[src/mpcs_pkg.sv]
// ----------------------------------------------------------------------------
// mpcs_pkg
// Shared types, constants and helpers of the multilayer projection coreness
// scorer.
// ----------------------------------------------------------------------------
package mpcs_pkg;

  // Default sizes
  localparam int unsigned MaxNodesDef  = 64;
  localparam int unsigned MaxLayersDef = 4;
  localparam int unsigned MaxEdgesDef  = 1024;

  // Field widths fixed by the interface
  localparam int unsigned NodeW  = 6;
  localparam int unsigned LayerW = 2;
  localparam int unsigned ScoreW = 16;
  localparam int unsigned CfgIdxW  = 1;
  localparam int unsigned CfgDataW = 7;

  // Command codes
  localparam logic CMD_LOAD = 1'b0;

  // Register indexes
  localparam logic [CfgIdxW-1:0] REG_NODE_COUNT  = 1'b0;
  localparam logic [CfgIdxW-1:0] REG_LAYER_COUNT = 1'b1;

  // One stored adjacency entry
  typedef struct packed {
    logic [NodeW-1:0]  src_node;
    logic [LayerW-1:0] src_layer;
    logic [NodeW-1:0]  dst_node;
    logic [LayerW-1:0] dst_layer;
  } edge_t;

  // Row sorter control
  typedef struct packed {
    logic shift;
    logic pass;
    logic odd;
  } sort_ctrl_t;

  // Sequencer states
  typedef enum logic [4:0] {
    S_IDLE,
    S_CLR,
    S_CNT_ERD,
    S_CNT_EUSE,
    S_CNT_CRD,
    S_CNT_CINC,
    S_SRT_RD,
    S_SRT_LD,
    S_SRT_PASS,
    S_SRT_WR,
    S_NODE,
    S_DEG_RD,
    S_DEG_USE,
    S_DEG_DONE,
    S_HCLR,
    S_FIL_ERD,
    S_FIL_EUSE,
    S_FIL_CRD,
    S_FIL_CUSE,
    S_FIL_HRD,
    S_FIL_HINC,
    S_SCAN_RD,
    S_SCAN_USE,
    S_ACC,
    S_NEXT_L,
    S_OUT
  } state_e;

  // Edge lies inside the nodes and layers in use
  function automatic logic edge_ok(edge_t e, logic [7:0] nc, logic [7:0] lc);
    return ({2'b00, e.src_node} < nc) && ({2'b00, e.dst_node} < nc) &&
           ({6'b0, e.src_layer} < lc) && ({6'b0, e.dst_layer} < lc);
  endfunction

endpackage

[src/mpcs_row_sort.sv]
// ----------------------------------------------------------------------------
// mpcs_row_sort
// Row buffer for one node-layer's link counts; shifts a row in and out and
// runs odd-even transposition passes to sort it in descending order.
// ----------------------------------------------------------------------------
module mpcs_row_sort #(
  parameter int unsigned LANES = 4,
  parameter int unsigned CW    = 11
) (
  input  logic                 clk_i,
  input  mpcs_pkg::sort_ctrl_t ctrl_i,
  input  logic [CW-1:0]        din_i,
  output logic [CW-1:0]        dout_o
);
  import mpcs_pkg::*;

  logic [CW-1:0] row_q [LANES];
  logic [CW-1:0] row_d [LANES];

  // One compare-exchange pass over the pairs of the chosen parity
  always_comb begin
    row_d = row_q;
    for (int j = 0; j + 1 < LANES; j++) begin
      if ((((j % 2) == 1) == ctrl_i.odd) && (row_q[j] < row_q[j+1])) begin
        row_d[j]   = row_q[j+1];
        row_d[j+1] = row_q[j];
      end
    end
  end

  // Row buffer
  always_ff @(posedge clk_i) begin
    if (ctrl_i.shift) begin
      for (int j = 0; j + 1 < LANES; j++) begin
        row_q[j] <= row_q[j+1];
      end
      row_q[LANES-1] <= din_i;
    end else if (ctrl_i.pass) begin
      row_q <= row_d;
    end
  end

  assign dout_o = row_q[0];

endmodule

[config.mk]
export PLATFORM = sky130hd
export DESIGN_NAME = mpcs_row_sort
export DESIGN_NICKNAME = d
export VERILOG_FILES = /design/src/mpcs_pkg.sv /design/src/mpcs_row_sort.sv
export SDC_FILE = /design/constraint.sdc
export NUM_CORES = 1
export LEC_CHECK = 0
export BUFFER_PORTS_ARGS = -buffer_cell sky130_fd_sc_hd__buf_2
export CAP_MARGIN = 20
export CORE_AREA = 5 5 74 82
export CTS_BUF_LIST = sky130_fd_sc_hd__clkbuf_16
export DETAILED_ROUTE_END_ITERATION = 7
export DIE_AREA = 0 0 79 87
export PLACE_DENSITY = 0.73
export SYNTH_ARGS = -nofsm -noshare
export SYNTH_HDL_FRONTEND = slang
export SYNTH_SLANG_ARGS = --single-unit
[constraint.sdc]
create_clock -name clk_i -period 3.25 [get_ports clk_i]
set_input_delay 0.65 -clock clk_i [delete_from_list [all_inputs] [get_ports clk_i]]
set_output_delay 0.65 -clock clk_i [all_outputs]
set_load 0.03 [all_outputs]
==> impl_summary.txt, run 1 <==
----------------------------------------------------
[Routing]
  Post-DR wirelength/cell ... 16.34 um
  Post-route DRC ... 0
  Total via count in the routed design ... 1722
  Remaining number of nets flagged by the antenna check after routing ... 0
  Routed Wire Length ... 5017 um
  Drt pass-1 iters ... 4
  1st-iter DRT viols ... 124
  Detail-routed via count per cell ... roughly 5.6

[Logic synthesis]
  Number of warnings reported in the yosys synthesis log ... 0
  Main synth FF type ... sky130_fd_sc_hd__edfxtp_1
  Yosys reg bits ... 44
  Area contributors post-synth ... sky130_fd_sc_hd__edfxtp_1 (48%), sky130_fd_sc_hd__ha_1 (14%), sky130_fd_sc_hd__mux2_4 (5.5%)
  Proportion of netlist area held by the largest area contributor ... 48.48%
  Post-synthesis sequential area ratio ... between 40% and 50%
  Cell area after synthesis ... 2725 sq um
  Synthesized net count ... 272
  Library cell occupying the most area in the post-synthesis netlist ... sky130_fd_sc_hd__edfxtp_1
  Async set-or-reset flop fraction in the synthesized netlist ... 0%
  Number of distinct library cells after synthesis ... 38
  Number of enable-type register cells in the synthesized netlist ... 44
  Number of instances in the synthesized netlist ... around 230
  Avg Inst Size Synth ... 12.00 sq um

[Finish]
  Layout net count ... 291
  Most frequent standard cell in the layout excluding fill and tap cells ... sky130_fd_sc_hd__edfxtp_1
  Layout Utilization ... a little under three fifths
  Area taken by multi-input logic gates ... 1160 sq um
  Most frequent cells in the layout ... sky130_fd_sc_hd__edfxtp_1 (44), sky130_fd_sc_hd__inv_1 (31), sky130_fd_sc_hd__ha_1 (30)
  Sequential Area ... 1321 sq um
  Area Overhead vs Synth ... 9.045%
  Layout fillers ... 430
  Antenna diode instance count ... 0
  Fraction of layout cells with a size suffix above 1 ... 22.27%

[Global route]
  Initial antenna violation count ... 0
  GR met3 Demand/Resource ... 2.899%
  Grt total ovfl ... 0
  Wire length of the first global-routing pass ... ~8600 um
  Global-route track usage on met1 ... between 20% and 30%
  Via count of the first global-routing pass ... between 1500 and 2000
  Maximum number of pins on one net before global-route repair ... 22
  Total global routing track utilization ... 16.23%
  Routing usage on met2 ... about a quarter
  Most used routing layer in global routing ... met2

[Power]
  Peak VDD IR ... 0.4873 mV
  Leakage power ... 0.001393 uW
  Power Density ... about 1100 nW/um^2

[Setup path]
  Worst EP arrival ... 2470 ps
  Worst-path fanout max ... 6
  Worst R2R Setup Slack ... slightly above 800 ps
  Critical Path End ... row_q[22]$_DFFE_PP_
  Worst path required time ... 3290 ps
  Reg-to-reg startpoint ... row_q[20]$_DFFE_PP_
  Startpoint types ... flip-flop
  Type of the setup path with the least slack ... reg2reg
  Reg-to-reg critical path endpoint ... row_q[22]$_DFFE_PP_
  Crit. End Element ... flip-flop
  Setup crit start ... row_q[20]$_DFFE_PP_
  Depth of the worst register-to-register path ... 8

[Worst hold path]
  Tightest Hold Check Type ... reg2reg

[STA]
  Count of endpoints failing setup in the final report ... 0
  Final critical-path required period ... between 2000 and 2500 ps
  Clock Skews ... 6.561 ps
  Unrepaired setup endpoints after global routing ... false
  Final count of hold timing violations ... 0
  Number of max-slew violations in the final report ... 0
  FMAX ... 411.7 MHz
  Post-route fraction of the period consumed by the critical path ... 74.74%
  Slew Limit Headroom ... 37.30%
  Setup TNS ... 0 ps
  Smallest setup slack after layout ... about 820 ps
  Worst-case hold slack ... about 530 ps
  Worst-Margin Slew ... approximately 940 ps

[CTS]
  TritonCTS buffer count ... 5
  Htree depth ... 2
  Worst-case clock buffer depth ... 2
  Clk root buf ... sky130_fd_sc_hd__clkbuf_16
  Post-CTS clock slew at the launch and capture registers of the worst setup and hold paths ... 60 ps
  Skew-Pair Late Insertion Delay ... 290 ps
  # Post-CTS Setup Buffers ... 0
  Cts repair resizes ... 0
  Clock sink count ... 44
  TritonCTS clock tree ... yes
  Hold buffers post-CTS ... 0

[Die]
  Chip width ... 79 um
  Die area ... roughly 6900 sq um
  Initial standard-cell utilization of the core ... 52.21%
  IO Pins ... 26
  Placement row count ... 28
  Die Y-Extent ... 87 um
  Std-Cell Core Area ... approximately 5200 sq um

[Place]
  Routability congestion estimate from global placement ... 0.7901
  Worst slack at placement ... 751.0 ps
  PortBufs ... 25
  Half-perimeter wire length after detailed placement ... 3952 um

[Run]
  Max-cap violations ... 0

[Outcome]
  Status ... finished clean

----------------------------------------------------
-- routing by layer --
metal	wire length, um	part of all wire, %
met4	88	1.8
met3	139	2.8
met2	2262	45
met5	0	0
met1	2527	50
-- worst max-delay path: stages, from the launching register on --
cell	delay (ps)
sky130_fd_sc_hd__edfxtp_1	410
sky130_fd_sc_hd__inv_1	60
sky130_fd_sc_hd__ha_1	330
sky130_fd_sc_hd__a21o_2	220
sky130_fd_sc_hd__o21ai_1	180
sky130_fd_sc_hd__a21oi_2	80
sky130_fd_sc_hd__a21oi_2	340
sky130_fd_sc_hd__buf_4	250
sky130_fd_sc_hd__mux2_4	300
-- how the worst min path moves through the flow --
| stage | startpoint | to | slack [ps] | cells past startpoint |
|---|---|---|---|---|
| after global routing | row_q[24]$_DFFE_PP_ | dout_o[2]$_DFFE_PP_ | 550 | 0 |
| final | row_q[31]$_DFFE_PP_ | dout_o[9]$_DFFE_PP_ | 530 | 0 |
| after global placement | row_q[31]$_DFFE_PP_ | dout_o[9]$_DFFE_PP_ | 510 | 0 |
| after floorplan | row_q[22]$_DFFE_PP_ | dout_o[0]$_DFFE_PP_ | 470 | 0 |
| after detailed placement | row_q[24]$_DFFE_PP_ | dout_o[2]$_DFFE_PP_ | 520 | 0 |
| after CTS | row_q[24]$_DFFE_PP_ | dout_o[2]$_DFFE_PP_ | 540 | 0 |
-- cell type report --
type	count	share of cell area, %
Clock inverter	3	0.6316
Sequential cell	44	44.46
Multi-Input combinational cell	135	39.03
Inverter	31	3.916
Timing Repair Buffer	29	5.221
Clock buffer	5	4.211
Tap cell	60	2.526
-- synthesized netlist by cell type, types with 2 or more instances --
cell,count
sky130_fd_sc_hd__buf_2,4
sky130_fd_sc_hd__a21oi_2,2
sky130_fd_sc_hd__nand2_1,6
sky130_fd_sc_hd__mux2i_1,11
sky130_fd_sc_hd__nor3_1,3
sky130_fd_sc_hd__nor2_1,17
sky130_fd_sc_hd__inv_1,31
sky130_fd_sc_hd__a31oi_1,3
sky130_fd_sc_hd__a21o_1,5
sky130_fd_sc_hd__a21oi_1,9
sky130_fd_sc_hd__nand3_1,2
sky130_fd_sc_hd__ha_1,30
sky130_fd_sc_hd__mux2_4,10
sky130_fd_sc_hd__nand2b_1,3
sky130_fd_sc_hd__a22o_1,11
sky130_fd_sc_hd__o21ai_0,4
sky130_fd_sc_hd__o21ai_1,2
sky130_fd_sc_hd__buf_4,11
sky130_fd_sc_hd__edfxtp_1,44
-- state kept, by name, summed over array words and instances (netlist names) --
signal and cells:
dout_o 11, row_q 33
-- metrics by stage --
step / instances / area, sq um / total power [uW]
2_1_floorplan: 227 / 2725 / 2407
3_3_place_gp: 299 / 2828 / 2681
3_5_place_dp: 299 / 2828 / 2739
4_1_cts: 307 / 2972 / 3235
5_1_grt: 307 / 2972 / 3483
6_report: 307 / 2972 / 3208
-- logic make-up (layout without fill, tap and decap cells) --
| logic type | Yosys count | count (layout) | synth area share (%) |
|---|---|---|---|
| AOI/OAI and AO/OA | 45 | 45 | 11.94 |
| adders and majority gates | 30 | 30 | 13.77 |
| buffers and inverters | 48 | 68 | 8.953 |
| DFF | 44 | 44 | 48.48 |
| muxes | 22 | 22 | 9.963 |
| and+or+nand+nor | 38 | 38 | 6.887 |
-- power breakdown --
group / total, uW / internal [uW] / switching, uW
sequential: 1290 / 1020 / 268
combinational: 1430 / 644 / 781
clock: 496 / 283 / 213
Note: power is estimated with default switching activity, not from simulation.
==> run 2, diff against run 1 <==
- clock period: 3.25 -> 2.4 ns (I/O delays scaled with it)
==> impl_summary.txt, run 2 (synthesis results as in run 1) <==
----------------------------------------------------
[Global route]
  Maximum number of pins on one net before global-route repair ... 16 (was 22)
  Initial antenna violation count ... 0 (unchanged)
  Total global routing track utilization ... 15.84% (was 16.23%)
  Via count of the first global-routing pass ... 1724 (was 1778)
  Wire length of the first global-routing pass ... 8466 um (was 8583 um)
  Grt total ovfl ... 0 (unchanged)

[Finish]
  Area Overhead vs Synth ... 13.50% (was 9.045%)
  Count of placed standard cells in the final layout, fillers left out ... 318 (was 307)
  Most frequent cells in the layout ... sky130_fd_sc_hd__edfxtp_1 (44), sky130_fd_sc_hd__inv_1 (31), sky130_fd_sc_hd__ha_1 (30) (unchanged)
  Sequential Area ... 1321 sq um (unchanged)
  Layout net count ... 302 (was 291)
  Layout Cell Area excl Fill ... 3093 sq um (was 2972 sq um)
  Area taken by multi-input logic gates ... 1171 sq um (was 1160 sq um)
  Max FFs per register ... 33 (unchanged)
  Layout Utilization ... 59.25% (was 56.93%)
  Largest register by flop count ... row_q (unchanged)
  Fraction of layout cells with a size suffix above 1 ... 25.97% (was 22.27%)
  Most frequent standard cell in the layout excluding fill and tap cells ... sky130_fd_sc_hd__edfxtp_1 (unchanged)
  Antenna diode instance count ... 0 (unchanged)
  Layout fillers ... 423 (was 430)

[CTS]
  Worst-case clock buffer depth ... 2 (unchanged)
  Clock sink count ... 44 (unchanged)
  Htree depth ... 2 (unchanged)
  TritonCTS buffer count ... 5 (unchanged)
  Clk root buf ... sky130_fd_sc_hd__clkbuf_16 (unchanged)
  Hold buffers post-CTS ... 0 (unchanged)
  TritonCTS clock tree ... yes (unchanged)
  Skew-Pair Late Insertion Delay ... 280 ps (was 290 ps)
  Post-CTS clock slew at the launch and capture registers of the worst setup and hold paths ... 60 ps (about the same)

[Place]
  Routability congestion estimate from global placement ... 0.7706 (was 0.7901)
  Post-placement cell area ... 2895 sq um (was 2828 sq um)
  Worst slack at placement ... 95.56 ps (was 751.0 ps)
  Half-perimeter wire length after detailed placement ... 3972 um (was 3952 um)
  PortBufs ... 25 (unchanged)
  # placed instances ... 308 (was 299)

[STA]
  Clock Skews ... 3.757 ps (was 6.561 ps)
  Final count of hold timing violations ... 0 (unchanged)
  Post-route fraction of the period consumed by the critical path ... 94.75% (was 74.74%)
  Number of max-slew violations in the final report ... 0 (unchanged)
  Unrepaired setup endpoints after global routing ... false (unchanged)
  Setup TNS ... 0 ps (unchanged)
  Count of endpoints failing setup in the final report ... 0 (unchanged)
  Worst-Margin Slew ... 486.7 ps (was 940.5 ps)
  Final critical-path required period ... 2274 ps (was 2429 ps)
  FMAX ... 439.8 MHz (was 411.7 MHz)
  Slew Limit Headroom ... 67.55% (was 37.30%)
  Smallest setup slack after layout ... 126.1 ps (was 821.0 ps)

[Setup path]
  Worst R2R Setup Slack ... 130 ps (was 820 ps)
  Startpoint types ... flip-flop (unchanged)
  Type of the setup path with the least slack ... reg2reg (unchanged)
  Worst path required time ... 2430 ps (was 3290 ps)
  Worst-path fanout max ... 11 (was 6)
  Crit. End Element ... flip-flop (unchanged)
  Worst EP arrival ... 2310 ps (was 2470 ps)

[Routing]
  Total via count in the routed design ... 1753 (was 1722)
  1st-iter DRT viols ... 113 (was 124)
  Remaining number of nets flagged by the antenna check after routing ... 0 (unchanged)
  Post-route DRC ... 0 (unchanged)
  Detail-routed via count per cell ... 5.513 (was 5.609)
  Drt pass-1 iters ... 4 (unchanged)
  Post-DR wirelength/cell ... 16.02 um (was 16.34 um)
  Routed Wire Length ... 5093 um (was 5017 um)

[Power]
  Clock network power share ... 16.7% (was 15.5%)
  Leakage power ... 0.001455 uW (was 0.001393 uW)
  Sequential power share ... 37.0% (was 40.1%)
  Switch share ... 38.29% (was 39.34%)
  Peak VDD IR ... 0.6080 mV (was 0.4873 mV)
  Power Density ... 1491 nW/um^2 (was 1080 nW/um^2)
  Net switching power of the design ... 1766 uW (was 1262 uW)
  Combinational power share ... 46.3% (was 44.4%)
  Internal Pwr Total ... 2847 uW (was 1946 uW)

[Die]
  Chip width ... 79 um (unchanged)
  Die Y-Extent ... 87 um (unchanged)
  Std-Cell Core Area ... 5220 sq um (unchanged)
  Die area ... 6873 sq um (unchanged)
  Initial standard-cell utilization of the core ... 52.21% (unchanged)
  IO Pins ... 26 (unchanged)
  Placement row count ... 28 (unchanged)

[Worst hold path]
  Tightest Hold Check Type ... in2reg (was reg2reg)

[Outcome]
  Status ... finished clean (unchanged)

[Run]
  Max-cap violations ... 0 (unchanged)

----------------------------------------------------
run 2: timing repair:
item | CTS | global route
endpoints found under the setup margin | 0 | 12
buffers inserted | 0 | 2
hold endpoints to repair | 0 | 0
resized for setup | 0 | 3
run 2: metrics by stage:
stage | total power [uW] | hold slack, ps
floorplan | 3259 | 465.8
global placement | 3703 | 514.8
detailed placement | 3799 | 528.2
CTS | 4596 | 511.1
global route | 4994 | 518.0
finish | 4613 | 512.2
run 2: final cells by class:
type,instances,area share [%]
inverters,31,3.762
well taps,60,2.427
repair buffers,40,7.807
clock buffers,5,4.045
flip-flops and latches,44,42.72
clock inverters,3,1.375
multi-input cells,135,37.86
run 2: layer usage:
metal  global-route usage, %  wire [um]  vias to the layer above
met2                   25.50       2347                       43
met4                   6.094         80                        0
met1                   21.83       2478                      824
met3                   2.070        186                        8
li1                        -          -                      878
met5                       0          0                        -
run 2: critical path: stages, from the launching register on:
cell,delay (ps)
sky130_fd_sc_hd__edfxtp_1,430
sky130_fd_sc_hd__inv_1,80
sky130_fd_sc_hd__ha_1,340
sky130_fd_sc_hd__and3_2,210
sky130_fd_sc_hd__o21ai_1,210
sky130_fd_sc_hd__a21oi_2,80
sky130_fd_sc_hd__a21oi_2,120
sky130_fd_sc_hd__buf_6,200
sky130_fd_sc_hd__mux2_2,350
run 2: power groups by stage:
stage	Combinational, uW	Clock [uW]	Sequential [uW]
finish	2140	770	1710
global route	2420	816	1760
CTS	2100	782	1710
detailed placement	2080	0	1720
global placement	2010	0	1700
floorplan	1660	0	1600
run 2: path summary, 6_finish.rpt:
| kind | start | endpoint | cells past startpoint |
|---|---|---|---|
| max | row_q[20]$_DFFE_PP_ | row_q[32]$_DFFE_PP_ | 8 |
| min | din_i[8] | row_q[8]$_DFFE_PP_ | 3 |
| max reg2reg | row_q[20]$_DFFE_PP_ | row_q[32]$_DFFE_PP_ | 8 |
| min reg2reg | row_q[22]$_DFFE_PP_ | dout_o[0]$_DFFE_PP_ | 0 |
